### src/rtl/cst_pkg.sv
//------------------------------------------------------------------------------
// cst_pkg
// Shared types, codes and constants of the CBOR stream tokenizer.
//------------------------------------------------------------------------------
`default_nettype none
package cst_pkg;

    localparam int unsigned MaxDepthDefault   = 8;
    localparam int unsigned CountWidthDefault = 32;
    localparam logic [15:0] MaxLengthReset    = 16'd4096;
    localparam logic [63:0] NegTop            = 64'h7FFF_FFFF_FFFF_FFFF;

    typedef enum logic [1:0] {
        EV_HEAD  = 2'd0,
        EV_BYTE  = 2'd1,
        EV_EOS   = 2'd2,
        EV_ERROR = 2'd3
    } event_t;

    typedef enum logic [3:0] {
        IT_UINT   = 4'd0,
        IT_NEGINT = 4'd1,
        IT_BYTES  = 4'd2,
        IT_TEXT   = 4'd3,
        IT_ARRAY  = 4'd4,
        IT_MAP    = 4'd5,
        IT_FALSE  = 4'd6,
        IT_TRUE   = 4'd7,
        IT_NULL   = 4'd8,
        IT_BREAK  = 4'd9
    } item_type_t;

    typedef enum logic [3:0] {
        ERR_NONE        = 4'd0,
        ERR_UNSUPPORTED = 4'd1,
        ERR_BAD_INFO    = 4'd2,
        ERR_STRAY_BREAK = 4'd3,
        ERR_TOO_DEEP    = 4'd4,
        ERR_NEG_RANGE   = 4'd5,
        ERR_BAD_KEY     = 4'd6,
        ERR_KEY_LONG    = 4'd7,
        ERR_ARRAY_ELEM  = 4'd8,
        ERR_FOREIGN     = 4'd9,
        ERR_EARLY_END   = 4'd10
    } err_t;

    typedef enum logic [1:0] {
        PH_HEAD   = 2'd0,
        PH_ARG    = 2'd1,
        PH_STRING = 2'd2
    } phase_t;

    typedef struct packed {
        logic       op;
        logic [7:0] data_byte;
    } in_beat_t;

    typedef struct packed {
        logic [1:0]  event_res;
        logic [3:0]  item_type;
        logic [63:0] argument;
        logic        indefinite;
        logic        is_key;
        logic [7:0]  payload_byte;
        logic        chunk_end;
        logic        string_last;
        logic [3:0]  depth;
        logic [3:0]  error_code;
    } out_beat_t;

endpackage
`default_nettype wire

### src/rtl/cbor_stream_tokenizer_unit.sv
//------------------------------------------------------------------------------
// cbor_stream_tokenizer_unit
// Streaming CBOR tokenizer: one stream byte per beat in, one event per beat out.
//------------------------------------------------------------------------------
// Channel   Direction  Handshake           Beat contents
// s_        in         s_valid / s_ready   in_beat_t: op, data_byte
// m_        out        m_valid / m_ready   out_beat_t: event fields
// cfg       in         cfg_we              max_length (16 bit)
//
// One input beat is taken per cycle; its event, if any, is registered in a
// two-entry output buffer and is presented after any beats ahead of it. The
// combinational path is the decode step in cst_core plus the stack update.
// Reset is synchronous and active low and brings max_length back to 4096.
// The input stalls only while both output buffer entries are full.
//------------------------------------------------------------------------------
`default_nettype none
module cbor_stream_tokenizer_unit
    import cst_pkg::*;
#(
    parameter int unsigned MAX_DEPTH   = MaxDepthDefault,
    parameter int unsigned COUNT_WIDTH = CountWidthDefault
) (
    input  wire logic        aclk,
    input  wire logic        aresetn,
    input  wire logic        cfg_we,
    input  wire logic [15:0] cfg_wdata,
    input  wire logic        s_valid,
    output logic             s_ready,
    input  wire in_beat_t    s_data,
    output logic             m_valid,
    input  wire logic        m_ready,
    output out_beat_t        m_data
);

    logic [15:0] max_length_reg;
    logic        ev_valid;
    out_beat_t   ev_beat;
    logic        step;

    // Two-entry buffer: entry 0 is the presented beat, entry 1 the skid slot.
    out_beat_t   buf_reg [2];
    logic [1:0]  cnt_reg;

    assign s_ready = (cnt_reg != 2'd2);
    assign step    = s_valid && s_ready;
    assign m_valid = (cnt_reg != 2'd0);
    assign m_data  = buf_reg[0];

    always_ff @(posedge aclk) begin
        if (!aresetn) max_length_reg <= MaxLengthReset;
        else if (cfg_we) max_length_reg <= cfg_wdata;
    end

    cst_core #(.MAX_DEPTH(MAX_DEPTH), .COUNT_WIDTH(COUNT_WIDTH)) u_core (
        .aclk       (aclk),
        .aresetn    (aresetn),
        .max_length (max_length_reg),
        .step       (step),
        .in_beat    (s_data),
        .ev_valid   (ev_valid),
        .ev_beat    (ev_beat)
    );

    logic pop, push;
    assign pop  = m_valid && m_ready;
    assign push = ev_valid;

    always_ff @(posedge aclk) begin
        if (!aresetn) begin
            cnt_reg <= '0;
        end else begin
            cnt_reg <= cnt_reg + {1'b0, push} - {1'b0, pop};
        end
    end

    // A full buffer never takes a new event, so a pop from two entries only
    // shifts the skid slot forward.
    always_ff @(posedge aclk) begin
        if (pop) begin
            if (cnt_reg == 2'd2) buf_reg[0] <= buf_reg[1];
            else if (push) buf_reg[0] <= ev_beat;
        end else if (push) begin
            if (cnt_reg == 2'd0) buf_reg[0] <= ev_beat;
            else buf_reg[1] <= ev_beat;
        end
    end

    property p_no_overflow;
        @(posedge aclk) disable iff (!aresetn) cnt_reg == 2'd2 |-> !ev_valid;
    endproperty
    a_no_overflow: assert property (p_no_overflow) else $error("output buffer overflow");

    property p_cnt_range;
        @(posedge aclk) disable iff (!aresetn) cnt_reg != 2'd3;
    endproperty
    a_cnt_range: assert property (p_cnt_range) else $error("buffer count out of range");

    property p_hold;
        @(posedge aclk) disable iff (!aresetn) m_valid && !m_ready |=> m_valid;
    endproperty
    a_hold: assert property (p_hold) else $error("output dropped while stalled");

endmodule
`default_nettype wire

### src/rtl/cst_core.sv
//------------------------------------------------------------------------------
// cst_core
// Parser state and one-byte decode step; produces at most one event a beat.
//------------------------------------------------------------------------------
`default_nettype none
module cst_core
    import cst_pkg::*;
#(
    parameter int unsigned MAX_DEPTH   = MaxDepthDefault,
    parameter int unsigned COUNT_WIDTH = CountWidthDefault
) (
    input  wire logic        aclk,
    input  wire logic        aresetn,
    input  wire logic [15:0] max_length,
    input  wire logic        step,
    input  wire in_beat_t    in_beat,
    output logic             ev_valid,
    output out_beat_t        ev_beat
);

    localparam int unsigned PtrW = $clog2(MAX_DEPTH + 1);
    localparam int unsigned IdxW = (MAX_DEPTH > 1) ? $clog2(MAX_DEPTH) : 1;

    typedef struct packed {
        logic [COUNT_WIDTH-1:0] count;
        logic                   is_map;
        logic                   indef;
        logic                   want_value;
    } level_t;

    // Stack entries are read only below the pointer, so no reset is needed.
    level_t   stack_reg [MAX_DEPTH];
    level_t   top_next_w;
    logic     top_wr;
    level_t   push_w;
    logic     push_wr;

    phase_t        phase_reg, phase_next;
    logic [3:0]    left_reg, left_next;
    logic [63:0]   acc_reg, acc_next;
    logic [8:0]    pend_reg, pend_next;
    logic [63:0]   rem_reg, rem_next;
    logic [15:0]   chunk_reg, chunk_next;
    logic [1:0]    istr_reg, istr_next;
    logic [PtrW-1:0] ptr_reg, ptr_next;
    logic          err_reg, err_next;

    // Done marks: level i is complete (definite, count 0, not awaiting a value).
    logic [MAX_DEPTH-1:0] done_w;
    always_comb begin
        for (int i = 0; i < MAX_DEPTH; i++) begin
            done_w[i] = !stack_reg[i].indef && (stack_reg[i].count == '0)
                        && !stack_reg[i].want_value;
        end
    end

    // New pointer after the top is updated: lower levels keep their done marks;
    // the top and a pushed level use new ones. Pops run from the top while done.
    function automatic logic [PtrW-1:0] close_ptr(input logic [PtrW-1:0] p,
                                                  input logic [MAX_DEPTH-1:0] dm);
        logic [PtrW-1:0] r;
        logic            go;
        r  = p;
        go = 1'b1;
        for (int i = MAX_DEPTH - 1; i >= 0; i--) begin
            if (go && (PtrW'(i) < p)) begin
                if (dm[i]) r = PtrW'(i);
                else go = 1'b0;
            end
        end
        return r;
    endfunction

    logic [IdxW-1:0] top_idx;
    level_t          top_w;
    logic            have_top;
    assign have_top = (ptr_reg != '0);
    assign top_idx  = IdxW'(ptr_reg - 1'b1);
    assign top_w    = have_top ? stack_reg[top_idx] : '0;

    always_comb begin
        logic [2:0]  major;
        logic [4:0]  info;
        logic [7:0]  hb;
        logic [63:0] arg;
        logic        indef;
        logic [3:0]  ty;
        logic        key;
        logic        do_head;
        logic        fail;
        logic [3:0]  code;
        logic [MAX_DEPTH-1:0] dm;
        logic [PtrW-1:0] pc;
        logic        want_close;
        logic        seg_end;
        logic [63:0] rem_dec;
        logic [15:0] cc;
        level_t      nt;

        phase_next = phase_reg;
        left_next  = left_reg;
        acc_next   = acc_reg;
        pend_next  = pend_reg;
        rem_next   = rem_reg;
        chunk_next = chunk_reg;
        istr_next  = istr_reg;
        ptr_next   = ptr_reg;
        err_next   = err_reg;
        top_wr     = 1'b0;
        top_next_w = top_w;
        push_wr    = 1'b0;
        push_w     = '0;
        ev_valid   = 1'b0;
        ev_beat    = '0;
        ev_beat.depth = 4'(ptr_reg);

        major = in_beat.data_byte[7:5];
        info  = in_beat.data_byte[4:0];
        hb    = in_beat.data_byte;
        arg   = '0;
        do_head = 1'b0;
        fail  = 1'b0;
        code  = ERR_NONE;
        want_close = 1'b0;
        nt    = top_w;
        key   = 1'b0;
        ty    = IT_UINT;
        indef = 1'b0;
        seg_end = 1'b0;
        rem_dec = '0;
        cc    = '0;
        dm    = '0;
        pc    = '0;

        if (step && !err_reg) begin
            if (in_beat.op) begin
                if (phase_reg == PH_HEAD && ptr_reg == '0 && istr_reg == 2'd0) begin
                    ev_valid = 1'b1;
                    ev_beat.event_res = EV_EOS;
                end else begin
                    fail = 1'b1;
                    code = ERR_EARLY_END;
                end
            end else begin
                unique case (phase_reg)
                    PH_ARG: begin
                        acc_next  = {acc_reg[55:0], in_beat.data_byte};
                        left_next = left_reg - 4'd1;
                        if (left_reg == 4'd1) begin
                            phase_next = PH_HEAD;
                            do_head    = 1'b1;
                            hb         = pend_reg[7:0];
                            arg        = acc_next;
                        end
                    end
                    PH_STRING: begin
                        rem_dec  = rem_reg - 64'd1;
                        rem_next = rem_dec;
                        cc       = chunk_reg + 16'd1;
                        seg_end  = (rem_dec == '0);
                        ev_valid = 1'b1;
                        ev_beat.event_res    = EV_BYTE;
                        ev_beat.item_type    = {1'b0, pend_reg[7:5]};
                        ev_beat.is_key       = pend_reg[8];
                        ev_beat.payload_byte = in_beat.data_byte;
                        ev_beat.chunk_end    = seg_end
                                               || (max_length != '0 && cc == max_length);
                        ev_beat.string_last  = seg_end && istr_reg == 2'd0;
                        chunk_next = ev_beat.chunk_end ? 16'd0 : cc;
                        if (seg_end) begin
                            phase_next = PH_HEAD;
                            want_close = (istr_reg == 2'd0);
                        end
                    end
                    default: begin
                        if (info >= 5'd28 && info <= 5'd30) begin
                            fail = 1'b1; code = ERR_BAD_INFO;
                        end else if (major == 3'd6) begin
                            fail = 1'b1; code = ERR_UNSUPPORTED;
                        end else if (major == 3'd7 && info != 5'd20 && info != 5'd21
                                     && info != 5'd22 && info != 5'd31) begin
                            fail = 1'b1; code = ERR_UNSUPPORTED;
                        end else if (major <= 3'd1 && info == 5'd31) begin
                            fail = 1'b1; code = ERR_BAD_INFO;
                        end else begin
                            pend_next = {1'b0, hb};
                            if (info >= 5'd24 && info <= 5'd27) begin
                                phase_next = PH_ARG;
                                left_next  = 4'd1 << info[1:0];
                                acc_next   = '0;
                            end else begin
                                do_head = 1'b1;
                                arg = (major != 3'd7 && info <= 5'd23) ? 64'(info) : 64'd0;
                            end
                        end
                    end
                endcase
            end

            if (do_head) begin
                major = hb[7:5];
                info  = hb[4:0];
                indef = (info == 5'd31);
                if (major <= 3'd5)      ty = {1'b0, major};
                else if (info == 5'd20) ty = IT_FALSE;
                else if (info == 5'd21) ty = IT_TRUE;
                else if (info == 5'd22) ty = IT_NULL;
                else                    ty = IT_BREAK;

                if (istr_reg != 2'd0) begin
                    if (ty == IT_BREAK) begin
                        istr_next = 2'd0;
                        ev_valid = 1'b1;
                        ev_beat.item_type   = IT_BREAK;
                        ev_beat.indefinite  = 1'b1;
                        ev_beat.string_last = 1'b1;
                        want_close = 1'b1;
                    end else if (ty != {2'b00, istr_reg} || indef) begin
                        fail = 1'b1; code = ERR_FOREIGN;
                    end else begin
                        ev_valid = 1'b1;
                        ev_beat.item_type = ty;
                        ev_beat.argument  = arg;
                        if (arg != '0) begin
                            pend_next  = {1'b0, hb};
                            rem_next   = arg;
                            chunk_next = '0;
                            phase_next = PH_STRING;
                        end
                    end
                end else if (ty == IT_BREAK) begin
                    if (have_top && top_w.indef && (!top_w.is_map || !top_w.want_value)) begin
                        ptr_next = ptr_reg - 1'b1;
                        ev_valid = 1'b1;
                        ev_beat.item_type  = IT_BREAK;
                        ev_beat.indefinite = 1'b1;
                        ev_beat.depth      = 4'(ptr_next);
                        want_close = 1'b1;
                    end else begin
                        fail = 1'b1; code = ERR_STRAY_BREAK;
                    end
                end else begin
                    key = have_top && top_w.is_map && !top_w.want_value;
                    if (key) begin
                        if (ty == IT_NEGINT) begin
                            if (arg >= NegTop) begin fail = 1'b1; code = ERR_NEG_RANGE; end
                        end else if (ty == IT_BYTES || ty == IT_TEXT) begin
                            if (indef) begin
                                fail = 1'b1; code = ERR_BAD_KEY;
                            end else if (arg > 64'(max_length)) begin
                                fail = 1'b1; code = ERR_KEY_LONG;
                            end
                        end else if (ty != IT_UINT) begin
                            fail = 1'b1; code = ERR_BAD_KEY;
                        end
                    end else if (have_top && !top_w.is_map) begin
                        if (ty != IT_BYTES) begin fail = 1'b1; code = ERR_ARRAY_ELEM; end
                    end else if (ty == IT_NEGINT && arg > NegTop) begin
                        fail = 1'b1; code = ERR_NEG_RANGE;
                    end

                    if (!fail && (ty == IT_ARRAY || ty == IT_MAP)) begin
                        if (!indef && (arg >> COUNT_WIDTH) != '0) begin
                            fail = 1'b1; code = ERR_TOO_DEEP;
                        end else if (ptr_reg >= PtrW'(MAX_DEPTH)) begin
                            fail = 1'b1; code = ERR_TOO_DEEP;
                        end
                    end

                    if (!fail) begin
                        if (have_top) begin
                            top_wr = 1'b1;
                            if (top_w.is_map) begin
                                if (!top_w.want_value) begin
                                    nt.want_value = 1'b1;
                                end else begin
                                    nt.want_value = 1'b0;
                                    if (!top_w.indef && top_w.count != '0)
                                        nt.count = top_w.count - 1'b1;
                                end
                            end else if (!top_w.indef && top_w.count != '0) begin
                                nt.count = top_w.count - 1'b1;
                            end
                            top_next_w = nt;
                        end
                        ev_valid = 1'b1;
                        ev_beat.item_type = ty;
                        ev_beat.is_key    = key;
                        if (ty == IT_BYTES || ty == IT_TEXT) begin
                            if (indef) begin
                                ev_beat.indefinite = 1'b1;
                                istr_next = ty[1:0];
                            end else if (arg == '0) begin
                                ev_beat.string_last = 1'b1;
                                want_close = 1'b1;
                            end else begin
                                ev_beat.argument = arg;
                                pend_next  = {key, hb};
                                rem_next   = arg;
                                chunk_next = '0;
                                phase_next = PH_STRING;
                            end
                        end else begin
                            ev_beat.argument   = arg;
                            ev_beat.indefinite = indef;
                            want_close = 1'b1;
                            if (ty == IT_ARRAY || ty == IT_MAP) begin
                                push_wr = 1'b1;
                                push_w.count      = indef ? '0 : COUNT_WIDTH'(arg);
                                push_w.is_map     = (ty == IT_MAP);
                                push_w.indef      = indef;
                                push_w.want_value = 1'b0;
                                ptr_next = ptr_reg + 1'b1;
                            end
                        end
                    end
                end
            end

            if (fail) begin
                err_next = 1'b1;
                ev_valid = 1'b1;
                ev_beat  = '0;
                ev_beat.event_res  = EV_ERROR;
                ev_beat.depth      = 4'(ptr_reg);
                ev_beat.error_code = code;
                top_wr  = 1'b0;
                push_wr = 1'b0;
                ptr_next = ptr_reg;
                want_close = 1'b0;
            end

            if (want_close) begin
                dm = done_w;
                if (top_wr) dm[top_idx] = !nt.indef && nt.count == '0 && !nt.want_value;
                if (push_wr) begin
                    dm[IdxW'(ptr_reg)] = !push_w.indef && push_w.count == '0;
                end
                pc = close_ptr(ptr_next, dm);
                ptr_next = pc;
            end
        end
    end

    always_ff @(posedge aclk) begin
        if (top_wr) stack_reg[top_idx] <= top_next_w;
        if (push_wr) stack_reg[IdxW'(ptr_reg)] <= push_w;
    end

    always_ff @(posedge aclk) begin
        if (!aresetn) begin
            phase_reg <= PH_HEAD;
            left_reg  <= '0;
            acc_reg   <= '0;
            pend_reg  <= '0;
            rem_reg   <= '0;
            chunk_reg <= '0;
            istr_reg  <= '0;
            ptr_reg   <= '0;
            err_reg   <= 1'b0;
        end else begin
            phase_reg <= phase_next;
            left_reg  <= left_next;
            acc_reg   <= acc_next;
            pend_reg  <= pend_next;
            rem_reg   <= rem_next;
            chunk_reg <= chunk_next;
            istr_reg  <= istr_next;
            ptr_reg   <= ptr_next;
            err_reg   <= err_next;
        end
    end

    property p_ptr_bound;
        @(posedge aclk) disable iff (!aresetn) ptr_reg <= PtrW'(MAX_DEPTH);
    endproperty
    a_ptr_bound: assert property (p_ptr_bound) else $error("stack pointer overflow");

    property p_err_sticky;
        @(posedge aclk) disable iff (!aresetn) err_reg |=> err_reg;
    endproperty
    a_err_sticky: assert property (p_err_sticky) else $error("error flag cleared");

    property p_silent_after_err;
        @(posedge aclk) disable iff (!aresetn) err_reg |-> !ev_valid;
    endproperty
    a_silent_after_err: assert property (p_silent_after_err) else $error("event after error");

endmodule
`default_nettype wire
### config.mk
export PLATFORM = sky130hd
export DESIGN_NAME = cbor_stream_tokenizer_unit
export DESIGN_NICKNAME = d
export VERILOG_FILES = /design/src/rtl/cst_pkg.sv /design/src/rtl/cbor_stream_tokenizer_unit.sv /design/src/rtl/cst_core.sv
export SDC_FILE = /design/constraint.sdc
export NUM_CORES = 2
export LEC_CHECK = 0
export ABC_CLOCK_PERIOD_IN_PS = 22900
export BUFFER_PORTS_ARGS = -buffer_cell sky130_fd_sc_hd__buf_2
export CAP_MARGIN = 20
export CELL_PAD_IN_SITES_DETAIL_PLACEMENT = 1
export CELL_PAD_IN_SITES_GLOBAL_PLACEMENT = 2
export CORE_MARGIN = 2
export CORE_UTILIZATION = 44
export CTS_BUF_LIST = sky130_fd_sc_hd__clkbuf_16
export DETAILED_ROUTE_END_ITERATION = 10
export PLACE_DENSITY_LB_ADDON = 0.05
export SLEW_MARGIN = 20
export SYNTH_ARGS = -nofsm -noshare
export SYNTH_HDL_FRONTEND = slang
export SYNTH_HIERARCHICAL = 1
export SYNTH_SLANG_ARGS = --single-unit
### constraint.sdc
create_clock -name aclk -period 22.9 [get_ports aclk]
set_input_delay 4.58 -clock aclk [delete_from_list [all_inputs] [get_ports aclk]]
set_output_delay 4.58 -clock aclk [all_outputs]
set_load 0.01 [all_outputs]
==> impl_results.md <==
* Outcome: complete, no violations
* Worst hold path depth at 2
* Setup Viol. Count Final at 0
* Cell total after placement at 4704
* CORE AREA at around 83000 um2
* Syn nets at between 3000 and 4000
* Synth Flop Type: edfxtp_1
* Port Buf Inserts at 121
* Initial core utilization at 44.25%
* Reg2Reg Launch Point: u_core/ptr_reg[1]
* Final Core Density at 48.37%
* CTS root buf: clkbuf_16
* Worst skew pair latency at 0.64 ns
* Peak supply drop at around 0.000066 V
* CP startpoint: s_data[8]
* Routed WL at ~160000 um
* Unrepaired setup endpoints after global routing: no
* Largest net degree at the start of global routing at 90
* Final Cycle Share at around half
* CP endpoint kind: flip-flop
* Synth top area share at 36.89%
* Max-slew headroom at 18.54%
* CTS resizes at 0
* Skew final at 0.01940 ns
* Via count at between 30000 and 40000
* Hold Buf Count CTS at 0
* Total setup buffers inserted after CTS at 0
* Max reg flops at 280
* Async S/R FF share, synth at 0%
* Cells after Synth at 3779
* 1st-iter DRT viols at 4434
* FF+latch count, synth at 636
* Area contributors post-synth: edfxtp_1 37%, dfxtp_1 10%, o22ai_1 4.9%
* Initial antenna violation count at 10
* CTS Sinks at 636
* Final RePlAce weighted congestion at 0.9987
* Distinct cells, synth at 109
* DRT antenna net count at 0
* FMAX at roughly 0.085 GHz
* Worst setup margin at between 10 and 15 ns
* Register area share after synthesis at between 40% and 50%
* Hold crit path type: reg -> reg
* Synthesized cell area at 36790 um2
* Yosys warns at 6
* Standard-cell rows at between 100 and 150
* Lkg Pwr at around 14 nW
* Residual DRC at 0
* Mapped Avg Cell Area at 9.736 um2
* PD cells at between 90 and 100 nW/um2
* Min Tclk post-route at approximately 12 ns
* Gr ovfl total at 0
* Max-slew violation count at 0
* Total GRT Usage at 37.33%
* TritonCTS clock tree: done
* WS Path Type: in -> reg
* Worst path arrival time at approximately 12 ns
* Setup TNS at 0 ns
* First-pass GRT wire length at 237800 um
* DP Worst Slack at 10.70 ns
* Die boundary width at 293.2 um
* Routed len/inst at 33.82 um
* Fin cells at 4847
* Final hold viol count at 0
* Slew at the pin closest to its max-slew limit at 1.211 ns
* Clock buffer depth at 3
* Layout cells sized above 1 at 14.24%
* Layout area overhead at 9.328%
* Chip Height at 293.2 um
* CP startpoint kind: input port
* Most common cell after layout, fill and taps aside: edfxtp_1
* # IOs at 122
* Reg2Reg Depth at 21
* Die ar. at 85950 um2
* CTS HTree Levels at 3
* DP HPWL at 112700 um
* Max FO, Critical Path at 76
* Via/cell ratio at ~7
* Area leader, netlist: edfxtp_1
* Most frequent cells in the layout: 452 x edfxtp_1, 334 x nand2_1, 286 x o22ai_1
* Max-cap violation count at 0
* EDFF count, synth at 452
* Layout Nets at approximately 3800
* Clk pin slew, worst setup/hold paths at roughly 0.060 ns
* Vias in the first global route at 33210
* Req. time, crit path at 23.15 ns
* Num CTS Buffers at 75
* HP Start: u_core/pend_reg[4]
* Worst hold slack at between 0.4 and 0.5 ns
* 1st-pass router iterations at 6
synthesized netlist by cell type, drive strengths merged (75+ instances only):
cell type    n
o22ai      286
a21oi      169
edfxtp     452
nand3      126
nand2      337
dfxtp      184
nor2       286
o21ai      163
nor4       127
and2        75
mux2i       84
nor3       113
mux2       104
clkbuf     205
buf        154
area by class of cell:
cell class / instances / area [um2]
clock inverter: 58 / 528.0
multi-input combinational: 2712 / 17540
antenna: 3 / 7.507
inverter: 72 / 270.3
sequential: 636 / 17260
timing repair buffer: 206 / 1264
tap: 1080 / 1351
fill: 9182 / 42930
clock buffer: 80 / 2002
metal layers:
metal | part of all wire, % | global-route usage, % | routed length (um) | vias up
met3 | 10 | 8.480 | 16870 | 331
li1 | - | - | - | 14200
met1 | 42 | 52.49 | 69220 | 17420
met5 | 0.026 | 0 | 42 | -
met2 | 44 | 56.21 | 71590 | 1867
met4 | 3.8 | 13.65 | 6197 | 8
cell families (layout without fill, tap and decap cells):
| kind of cell | Yosys count | count (layout) | share of synthesized area [%] |
|---|---|---|---|
| buf+inv | 431 | 416 | 5.822 |
| fa+ha+maj | 30 | 30 | 1.020 |
| xor+xnor | 93 | 93 | 2.234 |
| compound gates | 958 | 958 | 17.05 |
| other cells | 0 | 3 | 0 |
| flops | 636 | 636 | 46.90 |
| simple gates | 1423 | 1423 | 20.12 |
| mux | 208 | 208 | 6.852 |
final timing paths:
kind,to,slack [ns]
worst max-delay path,buf_reg[0][135],11.17
worst min-delay path,u_core/pend_reg[4],0.47
worst max register to register,u_core/ptr_reg[1],13.72
worst min register to register,u_core/pend_reg[4],0.47
per-stage QoR:
step | cell area [um2] | power, W
after floorplan | 36790 | 0.002344
after global placement | 37650 | 0.002685
after detailed placement | 37670 | 0.002706
after CTS | 40200 | 0.003947
after global routing | 40220 | 0.004098
final | 40230 | 0.003974
power by group:
part | switching [W] | internal [W]
clock network | 0.000528 | 0.000715
logic | 0.000941 | 0.000401
registers | 0.0000455 | 0.00134
worst max-delay path, cell delays in order:
cell and delay, ns:
buf_2 0.22, nor2b_1 0.27, and3_2 0.22, buf_4 0.70, nand2_1 0.16, inv_1 0.15, ha_1 0.26, a211oi_1 0.23
o21ai_0 0.12, a221o_1 0.30, o31a_1 0.32, o31ai_1 0.35, a221oi_1 0.15, buf_4 0.21, nor3_1 0.79, o21bai_1 0.37
a31oi_1 0.61, nor3b_2 0.65, buf_4 0.33, buf_4 0.75
(Power assumes the default switching activity.)
